**src/hw/rtl/qse_pkg.sv**
```systemverilog
// qse_pkg: types and constants shared by the quicksort engine and its sort cells.
// No dependencies.
`default_nettype none

package qse_pkg;

	localparam int CAPACITY = 16;
	localparam int CNT_W    = $clog2(CAPACITY + 1);
	localparam int ELEM_W   = 32;

	typedef logic signed [ELEM_W-1:0] elem_t;
	typedef logic [CNT_W-1:0]         count_t;

	typedef enum logic [1:0] {
		ST_LOAD,
		ST_SETTLE,
		ST_EMIT
	} state_t;

	typedef struct packed {
		logic clear;
		logic shift;
	} cell_ctrl_t;

endpackage

`default_nettype wire

```
**src/hw/rtl/quicksort_engine.sv**
```systemverilog
// quicksort_engine: top level; load control, settle timer and emit control around
// a chain of CAPACITY sort cells. Depends on qse_pkg and qse_cell.
`default_nettype none

// Elements load at one per cycle; each enters the head cell and ripples down the
// chain of CAPACITY cells, one hop per cycle, so the set stays in ascending order.
// The request marked last ends loading; the block then waits in the settle state
// for the last element to reach its place, and emits the set from the head cell at
// one request per cycle while m_tready is high, the final one marked by m_tlast.
// No new request is taken until the burst has gone out. Requests beyond
// CAPACITY are dropped and m_tuser is raised on every result of that set.
module quicksort_engine (
	input  wire         clk,
	input  wire         arst_n,
	input  wire         s_tvalid,
	output logic        s_tready,
	input  wire  [31:0] s_tdata,  // [31:0] element
	input  wire         s_tlast,  // final_element
	output logic        m_tvalid,
	input  wire         m_tready,
	output logic [31:0] m_tdata,  // [31:0] sorted_value
	output logic        m_tlast,  // end_of_set
	output logic        m_tuser   // [0] overflowed
);
	import qse_pkg::*;

	state_t     state_q, state_d;
	count_t     count_q, count_d;
	count_t     settle_q, settle_d;
	logic       overflow_q, overflow_d;
	logic       s_fire, m_fire, inject;
	cell_ctrl_t ctrl;

	logic  held_valid [CAPACITY];
	elem_t held_value [CAPACITY];
	logic  pass_valid [CAPACITY];
	elem_t pass_value [CAPACITY];

	assign s_fire = s_tvalid && s_tready;
	assign m_fire = m_tvalid && m_tready;
	assign inject = s_fire && (count_q < count_t'(CAPACITY));

	for (genvar i = 0; i < CAPACITY; i++) begin : g_cell
		logic  in_valid_w;
		elem_t in_value_w;
		logic  right_valid_w;
		elem_t right_value_w;

		if (i == 0) begin : g_head
			assign in_valid_w = inject;
			assign in_value_w = elem_t'(s_tdata);
		end else begin : g_body
			assign in_valid_w = pass_valid[i-1];
			assign in_value_w = pass_value[i-1];
		end

		if (i == CAPACITY - 1) begin : g_tail
			assign right_valid_w = 1'b0;
			assign right_value_w = '0;
		end else begin : g_inner
			assign right_valid_w = held_valid[i+1];
			assign right_value_w = held_value[i+1];
		end

		qse_cell u_cell (
			.clk         (clk),
			.arst_n      (arst_n),
			.ctrl        (ctrl),
			.in_valid    (in_valid_w),
			.in_value    (in_value_w),
			.right_valid (right_valid_w),
			.right_value (right_value_w),
			.held_valid  (held_valid[i]),
			.held_value  (held_value[i]),
			.pass_valid  (pass_valid[i]),
			.pass_value  (pass_value[i])
		);
	end

	always_ff @(posedge clk or negedge arst_n) begin
		if (!arst_n) begin
			state_q    <= ST_LOAD;
			count_q    <= '0;
			settle_q   <= '0;
			overflow_q <= 1'b0;
		end else begin
			state_q    <= state_d;
			count_q    <= count_d;
			settle_q   <= settle_d;
			overflow_q <= overflow_d;
		end
	end

	always_comb begin
		state_d    = state_q;
		count_d    = count_q;
		settle_d   = settle_q;
		overflow_d = overflow_q;
		ctrl.clear = 1'b0;
		ctrl.shift = 1'b0;
		s_tready   = 1'b0;
		m_tvalid   = 1'b0;
		unique case (state_q)
			ST_LOAD: begin
				s_tready = 1'b1;
				if (s_fire) begin
					if (inject) begin
						count_d = count_q + count_t'(1);
					end else begin
						overflow_d = 1'b1;
					end
					if (s_tlast) begin
						settle_d = '0;
						state_d  = ST_SETTLE;
					end
				end
			end
			ST_SETTLE: begin
				settle_d = settle_q + count_t'(1);
				if (settle_q == count_t'(CAPACITY - 1)) begin
					state_d = ST_EMIT;
				end
			end
			ST_EMIT: begin
				m_tvalid = held_valid[0];
				if (m_fire) begin
					ctrl.shift = 1'b1;
					count_d    = count_q - count_t'(1);
					if (count_q == count_t'(1)) begin
						ctrl.clear = 1'b1;
						overflow_d = 1'b0;
						state_d    = ST_LOAD;
					end
				end
			end
			default: begin
				state_d = ST_LOAD;
			end
		endcase
	end

	assign m_tdata = 32'(held_value[0]);
	assign m_tlast = (count_q == count_t'(1));
	assign m_tuser = overflow_q;

endmodule

`default_nettype wire

```
**src/hw/rtl/qse_cell.sv**
```systemverilog
// qse_cell: one position of the insertion sorting chain; keeps the smaller value,
// hands the larger one to the next cell, and shifts toward the head while emitting.
// Depends on qse_pkg.
`default_nettype none

module qse_cell (
	input  wire                 clk,
	input  wire                 arst_n,
	input  qse_pkg::cell_ctrl_t ctrl,
	input  wire                 in_valid,
	input  qse_pkg::elem_t      in_value,
	input  wire                 right_valid,
	input  qse_pkg::elem_t      right_value,
	output logic                held_valid,
	output qse_pkg::elem_t      held_value,
	output logic                pass_valid,
	output qse_pkg::elem_t      pass_value
);
	import qse_pkg::*;

	logic  held_valid_q;
	elem_t held_value_q;
	logic  pass_valid_q;
	elem_t pass_value_q;

	always_ff @(posedge clk or negedge arst_n) begin
		if (!arst_n) begin
			held_valid_q <= 1'b0;
			pass_valid_q <= 1'b0;
		end else if (ctrl.clear) begin
			held_valid_q <= 1'b0;
			pass_valid_q <= 1'b0;
		end else if (ctrl.shift) begin
			held_valid_q <= right_valid;
			pass_valid_q <= 1'b0;
		end else if (in_valid) begin
			held_valid_q <= 1'b1;
			pass_valid_q <= held_valid_q;
		end else begin
			pass_valid_q <= 1'b0;
		end
	end

	always_ff @(posedge clk) begin
		if (ctrl.shift) begin
			held_value_q <= right_value;
		end else if (in_valid) begin
			if (!held_valid_q) begin
				held_value_q <= in_value;
			end else if (in_value < held_value_q) begin
				held_value_q <= in_value;
				pass_value_q <= held_value_q;
			end else begin
				pass_value_q <= in_value;
			end
		end
	end

	assign held_valid = held_valid_q;
	assign held_value = held_value_q;
	assign pass_valid = pass_valid_q;
	assign pass_value = pass_value_q;

endmodule

`default_nettype wire

```
**config.mk**
```make
export PLATFORM = sky130hd
export DESIGN_NAME = quicksort_engine
export DESIGN_NICKNAME = d
export VERILOG_FILES = /design/src/hw/rtl/qse_pkg.sv /design/src/hw/rtl/quicksort_engine.sv /design/src/hw/rtl/qse_cell.sv
export SDC_FILE = /design/constraint.sdc
export NUM_CORES = 2
export LEC_CHECK = 0
export BUFFER_PORTS_ARGS = -buffer_cell sky130_fd_sc_hd__buf_4
export CORE_MARGIN = 3
export CORE_UTILIZATION = 58
export DETAILED_ROUTE_END_ITERATION = 8
export PLACE_DENSITY = 0.77
export SLEW_MARGIN = 20
export SYNTH_ARGS = -nofsm -noshare
export SYNTH_HDL_FRONTEND = slang
export SYNTH_SLANG_ARGS = --single-unit
```
**constraint.sdc**
```tcl
create_clock -name clk -period 4.58 [get_ports clk]
set_input_delay 0.229 -clock clk [delete_from_list [all_inputs] [get_ports clk]]
set_output_delay 0.229 -clock clk [all_outputs]
set_load 0.02 [all_outputs]
```
Yosys cells after proc, flatten, opt, wreduce, memory -nomap -nowiden
Cells that the tools add are included.
- add/sub/neg operators: 3
- magnitude comparators: 17
- eq/ne operators: 27
- multiplexer cells: 193
- bitwise gates (word level): 1
- reduce and logical (&&, ||, !) cells: 72
- operators by type and width (operator ; number):
    $mux W32 ; 77
    $lt A32 B32 Y1 ; 16
    $mux W1 ; 100
    $reduce_and A3 Y1 ; 16
    $reduce_bool A3 Y1 ; 16
    $ne A3 B3 Y1 const B ; 15
    $reduce_bool A2 Y1 ; 17
    $reduce_and A2 Y1 ; 16
    $mux W5 ; 5
    $pmux W5 S2 ; 2
    $ne A2 B2 Y1 const B ; 8
    $mux W2 ; 7
    $add A5 B1 Y5 const B ; 2
    $reduce_and A5 Y1 ; 2
    $pmux W2 S3 ; 1
    $eq A5 B1 Y1 const B ; 1
    $eq A5 B4 Y1 const B ; 1
    $lt A5 B5 Y1 const B ; 1
    $sub A5 B1 Y5 const B ; 1
    $reduce_and A4 Y1 ; 1
    $logic_and A1 B1 Y1 ; 3
    $eq A2 B1 Y1 const B ; 1
    $eq A2 B2 Y1 const B ; 1
    $logic_not A2 Y1 ; 1
    2 further kinds ; 2
- register bits: 1036
- input port bits: 37
- output and inout port bits: 36
- logic and storage cells: 379

Longest topological paths before layout
- word-level depth: 7
- gate-level depth with buffers: 11
- gate-level depth less buffers: 9

By module
From an unflattened synthesis, not the netlist that was laid out.
- cells, all modules: 4227
- area, all modules: 59998.8 um2
- by module, submodules not included (module ; instances ; cells an instance ; area each (um2) ; sequential area each (um2)):
    qse_cell at g_cell[0].u_cell ... ; 15 ; 259 ; 3697.3 ; 1971.9
    qse_cell at g_cell[9].u_cell ; 1 ; 258 ; 3736.1 ; 1971.9
    quicksort_engine ; 1 ; 84 ; 803.3 ; 325.3

Worst setup path after synthesis
Ideal clock, no wire load.
- path kind: register -> register
- from: register g_cell[10].u_cell.pass_value_q[6]
- to: register g_cell[11].u_cell.held_value_q[0] (enable)
- setup time: 0.466 ns
- arrival time: 3.996 ns
- data required time: 4.114 ns
- setup slack: 0.119 ns
- cell stages (with the launch flop): 9
- path buffers: 0
- clock period less this slack: 4.461 ns
- path through: edfxtp_1 > ha_1 > a21o_1 > a211o_1 > a311oi_1 > o21ai_0 > a21oi_1 > nor2_1 > o21ai_0
- longest elaborated chain between the ends: 3
- ends and longest elaborated chain (element ; RTL line ; text):
    from (decl) ; qse_cell.sv:24 ; elem_t pass_value_q;
    from (signal assigned) ; qse_cell.sv:52 ; pass_value_q <= held_value_q;
    from (signal assigned) ; qse_cell.sv:54 ; pass_value_q <= in_value;
    $lt A32 B32 Y1 ; qse_cell.sv:50 ; end else if (in_value < held_value_q) begin
    $ne A3 B3 Y1 (no line) ; n/a ;
    $reduce_and A2 Y1 (no line) ; n/a ;
    to (signal assigned) ; qse_cell.sv:46 ; held_value_q <= right_value;
    to (signal assigned) ; qse_cell.sv:49 ; held_value_q <= in_value;
    to (signal assigned) ; qse_cell.sv:51 ; held_value_q <= in_value;
    to (decl) ; qse_cell.sv:22 ; elem_t held_value_q;
Every way passes these cells.
A chain may end at the register's enable or synchronous reset.

Worst setup path after layout
- from: register g_cell[0].u_cell.held_value_q[27]
- to: register g_cell[0].u_cell.held_value_q[0] (enable)
- longest elaborated chain between the ends: 3
- ends and longest elaborated chain (element ; RTL line):
    from (decl) ; qse_cell.sv:22
    from (signal assigned) ; qse_cell.sv:46
    from (signal assigned) ; qse_cell.sv:49
    from (signal assigned) ; qse_cell.sv:51
    $lt A32 B32 Y1 ; qse_cell.sv:50
    $ne A3 B3 Y1 (no line) ; n/a
    $reduce_and A2 Y1 (no line) ; n/a
Every way passes these cells.

==> results.yml <==
die:
  die_w_microns: 316
  die_h_microns: 316
  die-area_sq_um: 100000
  rows: 113
  start_util_pct: 58.7
  io_pins: 73
  core-area_sq_um: 95300
timing:
  rsz0062_at_grt: "no"
  fmax_ghz: 0.282
  maxSlewViolCount: 0
  fin_crit_sh_pct: 77.4
  slew_headroom_pct: 34.5
  tightest_slew_ns: 0.983
  post-route-min-period_ns: 3.54
  finalSetupViolCount: 0
  fin_tns_setup_ns: 0
  clock_skew_ns: 0.0218
  layout_setup_ws_ns: 1.04
  final_hold_viol_count: 0
worst_hold_path:
  hold_path.class: "primary input to async pin"
global_routing:
  grt_use_met3_pct: 3.74
  antenna_found_initial: 1
  grt-busiest-layer: "met2"
  grt.overflow.total: 0
  grt_pass1_wl_mm: 203
  grt_pass1_vias: 37500
  grtUsageMet1_pct: 33.9
  use_met2_pct: 43.8
  grt_util_all_layers_pct: 25.6
  grt_max_degree: 151
finish:
  nFillCells: 6974
  drive_above_1_share_pct: 16.0
  seqCellArea_sq_um: 30600
  layout_common_cells: "edfxtp_1 (960), nand2_1 (695), o21ai_0 (562)"
  diodes: 0
  fin_nets: 5426
  mostFrequentLayoutCell: "edfxtp_1"
  multiInputGateArea_sq_um: 22700
  area_growth_pct: 11.0
logic_synthesis:
  synth_seq_cells: 1036
  muxShareOfSynthArea_pct: 10.5
  synth_adder_area_share_pct: 11.2
  syn_inst: 4784
  yosysWarnings: 0
  synth-edff-count: 960
  synth_compound_area_share_pct: 9.87
  synth_xor_xnor_area_share_pct: 0.152
  synth_top_family_by_area: "adder cells"
  syn_nets: 5322
  synth_ff_type: "edfxtp_1"
  synth_area_sq_um: 55900
  synth-seq-area-share_pct: 54.7
  async_flop_share_pct: 4.25
  yosys.area_share.simple_pct: 8.62
  ys_types: 75
  syn_area_per_cell_sq_um: 11.7
power:
  vdd_ir_drop_max_uv: 338
  switching_share_pct: 28.7
  p_seq_share_pct: 45.2
  p_sw_uw: 8410
  p_per_area_nw_per_um2: 473
  clkPwrFrac_pct: 31.9
  power.internal_uw: 20900
  leakage_uw: 0.0259
  p_comb_share_pct: 22.9
setup_path:
  cp-start-kind: "flop"
  critical_path_required_ns: 4.91
  worst_setup_path_end_kind: "flop"
  critical_path_class: "flop to flop"
  critPathMaxFanout: 27
  cp.arrival_ns: 3.87
clock_tree:
  clk_pin_slew_worst_paths_ns: 0.06
  h-tree-depth: 3
  insertion_delay_ns: 0.68
  cts_root_buf: "clkbuf_16"
  cts_tree: "yes"
  cts_sinks: 1036
  cts.repair.resized: 0
  post_cts_buffers: 0
  postCtsHoldBufs: 35
  clockBufferDepth: 3
  cts_made_buffers: 105
drt:
  ant_nets: 0
  vias: 37100
  dr.pass1.iters: 8
  viasPerCell: 5.93
  drt_iter0_drc: 3686
  post-route-drc-count: 0
  wl_per_cell_microns: 20.5
  totalWireLength_mm: 128
placed_design:
  numPortBuffers: 72
  place_congestion: 0.875
  post-place-ws_ns: 1.10
  post-dp-hpwl_mm: 91.8
run:
  maxCapViolations: 0
outcome:
  status: "finished clean"
critical path: stages (launching register included):
cell	delay (ns)
edfxtp_1	0.41
inv_1	0.09
ha_1	0.25
a21o_1	0.19
a21o_1	0.17
a211oi_1	0.32
o22ai_1	0.15
or3b_1	0.38
o22ai_2	0.46
o22a_1	0.35
buf_4	0.42
cell type report:
type | count | area share (%)
Timing Repair Buffer | 172 | 2.32
Clock buffer | 139 | 4.68
Sequential cell | 1036 | 49.3
Inverter | 520 | 3.15
Multi-Input combinational cell | 3053 | 36.7
Tap cell | 1265 | 2.55
Clock inverter | 60 | 1.35
power by group through the flow:
stage / registers, uW / logic [uW] / clock network, uW
finish: 13300 / 6710 / 9340
detailed placement: 13400 / 6610 / 0
floorplan: 13000 / 5010 / 0
global route: 13400 / 7440 / 9770
CTS: 13200 / 6710 / 9440
global placement: 13400 / 6390 / 0
cells by family after synthesis:
kind of cell / after synthesis
XOR/XNOR: 8
multiplexers: 505
flip-flops: 1036
AO/OA/AOI/OAI: 947
adder cells (fa/ha/maj): 501
AND/OR/NAND/NOR: 1092
buffers and inverters: 695
state kept, by name, summed over array words and instances, names as in the netlist:
signal and count:
settle_q 5, state_q 2, g_cell.u_cell.pass_valid 15, m_tuser 1, g_cell.u_cell.pass_value 480, g_cell.u_cell.held_valid 16, count_q 5, g_cell.u_cell.held_value 512
through the flow:
step / instance area, sq um / cells / utilization, % / hold slack [ns] / power [uW]
floorplan: 55900 / 4784 / - / -0.0666 / 18100
global placement: 57900 / 6011 / 60.8 / 0.265 / 19800
CTS: 62000 / 6245 / 65.1 / 0.0771 / 29400
detailed placement: 57900 / 6011 / 60.8 / 0.265 / 20000
finish: 62000 / 6245 / 65.1 / 0.0805 / 29300
global route: 62000 / 6245 / 65.1 / 0.114 / 30600
synthesized netlist by cell type (8+ instances only):
library cell | number | share of area, %
a211oi_1 | 26 | 0.35
a21o_1 | 64 | 0.86
ha_1 | 501 | 11
nand3_1 | 51 | 0.46
mux2i_1 | 37 | 0.66
clkbuf_1 | 124 | 0.83
mux2_2 | 403 | 8.1
buf_4 | 22 | 0.30
dfxtp_1 | 32 | 1.1
inv_1 | 520 | 3.5
o21ai_0 | 564 | 5.1
o21a_1 | 20 | 0.27
and4_1 | 17 | 0.27
nor2b_1 | 11 | 0.12
o22ai_1 | 12 | 0.13
a211o_1 | 11 | 0.17
nand2_1 | 696 | 4.7
mux2_4 | 60 | 1.6
nor3_1 | 27 | 0.24
a31oi_1 | 16 | 0.18
nand2b_1 | 28 | 0.31
dfrtp_1 | 44 | 2.0
nand4_1 | 64 | 0.72
o211ai_1 | 15 | 0.20
nor4_1 | 13 | 0.15
a21oi_1 | 125 | 1.1
nand3b_1 | 8 | 0.11
a2111oi_0 | 15 | 0.24
nor2_1 | 107 | 0.72
buf_2 | 19 | 0.17
and3_1 | 39 | 0.44
edfxtp_1 | 960 | 52
worst paths after layout:
path | startpoint | to | slack (ns) | depth (start not counted)
hold reg to reg | g_cell[15].u_cell.held_value[15] | g_cell[15].u_cell.held_value[15] | 0.46 | 2
min in group clk | s_tdata[15] | g_cell[0].u_cell.held_value[15] | 0.40 | 4
hold / removal | arst_n | settle_q[2] | 0.08 | 2
setup / recovery | g_cell[0].u_cell.held_value[27] | g_cell[0].u_cell.held_value[0] | 1.04 | 10
setup reg to reg | g_cell[0].u_cell.held_value[27] | g_cell[0].u_cell.held_value[0] | 1.04 | 10
max in group asynchronous | arst_n | g_cell[5].u_cell.held_valid | 4.07 | 2
per-layer routing:
| layer | share of wire [%] | wire length, microns | vias to the layer above |
|---|---|---|---|
| li1 | - | - | 17600 |
| met1 | 42 | 53200 | 18100 |
| met2 | 50 | 64100 | 1157 |
| met3 | 5.6 | 7160 | 243 |
| met4 | 2.8 | 3540 | 2 |
| met5 | 0.0094 | 12 | - |
No activity file was read; power rests on OpenSTA's default activity.
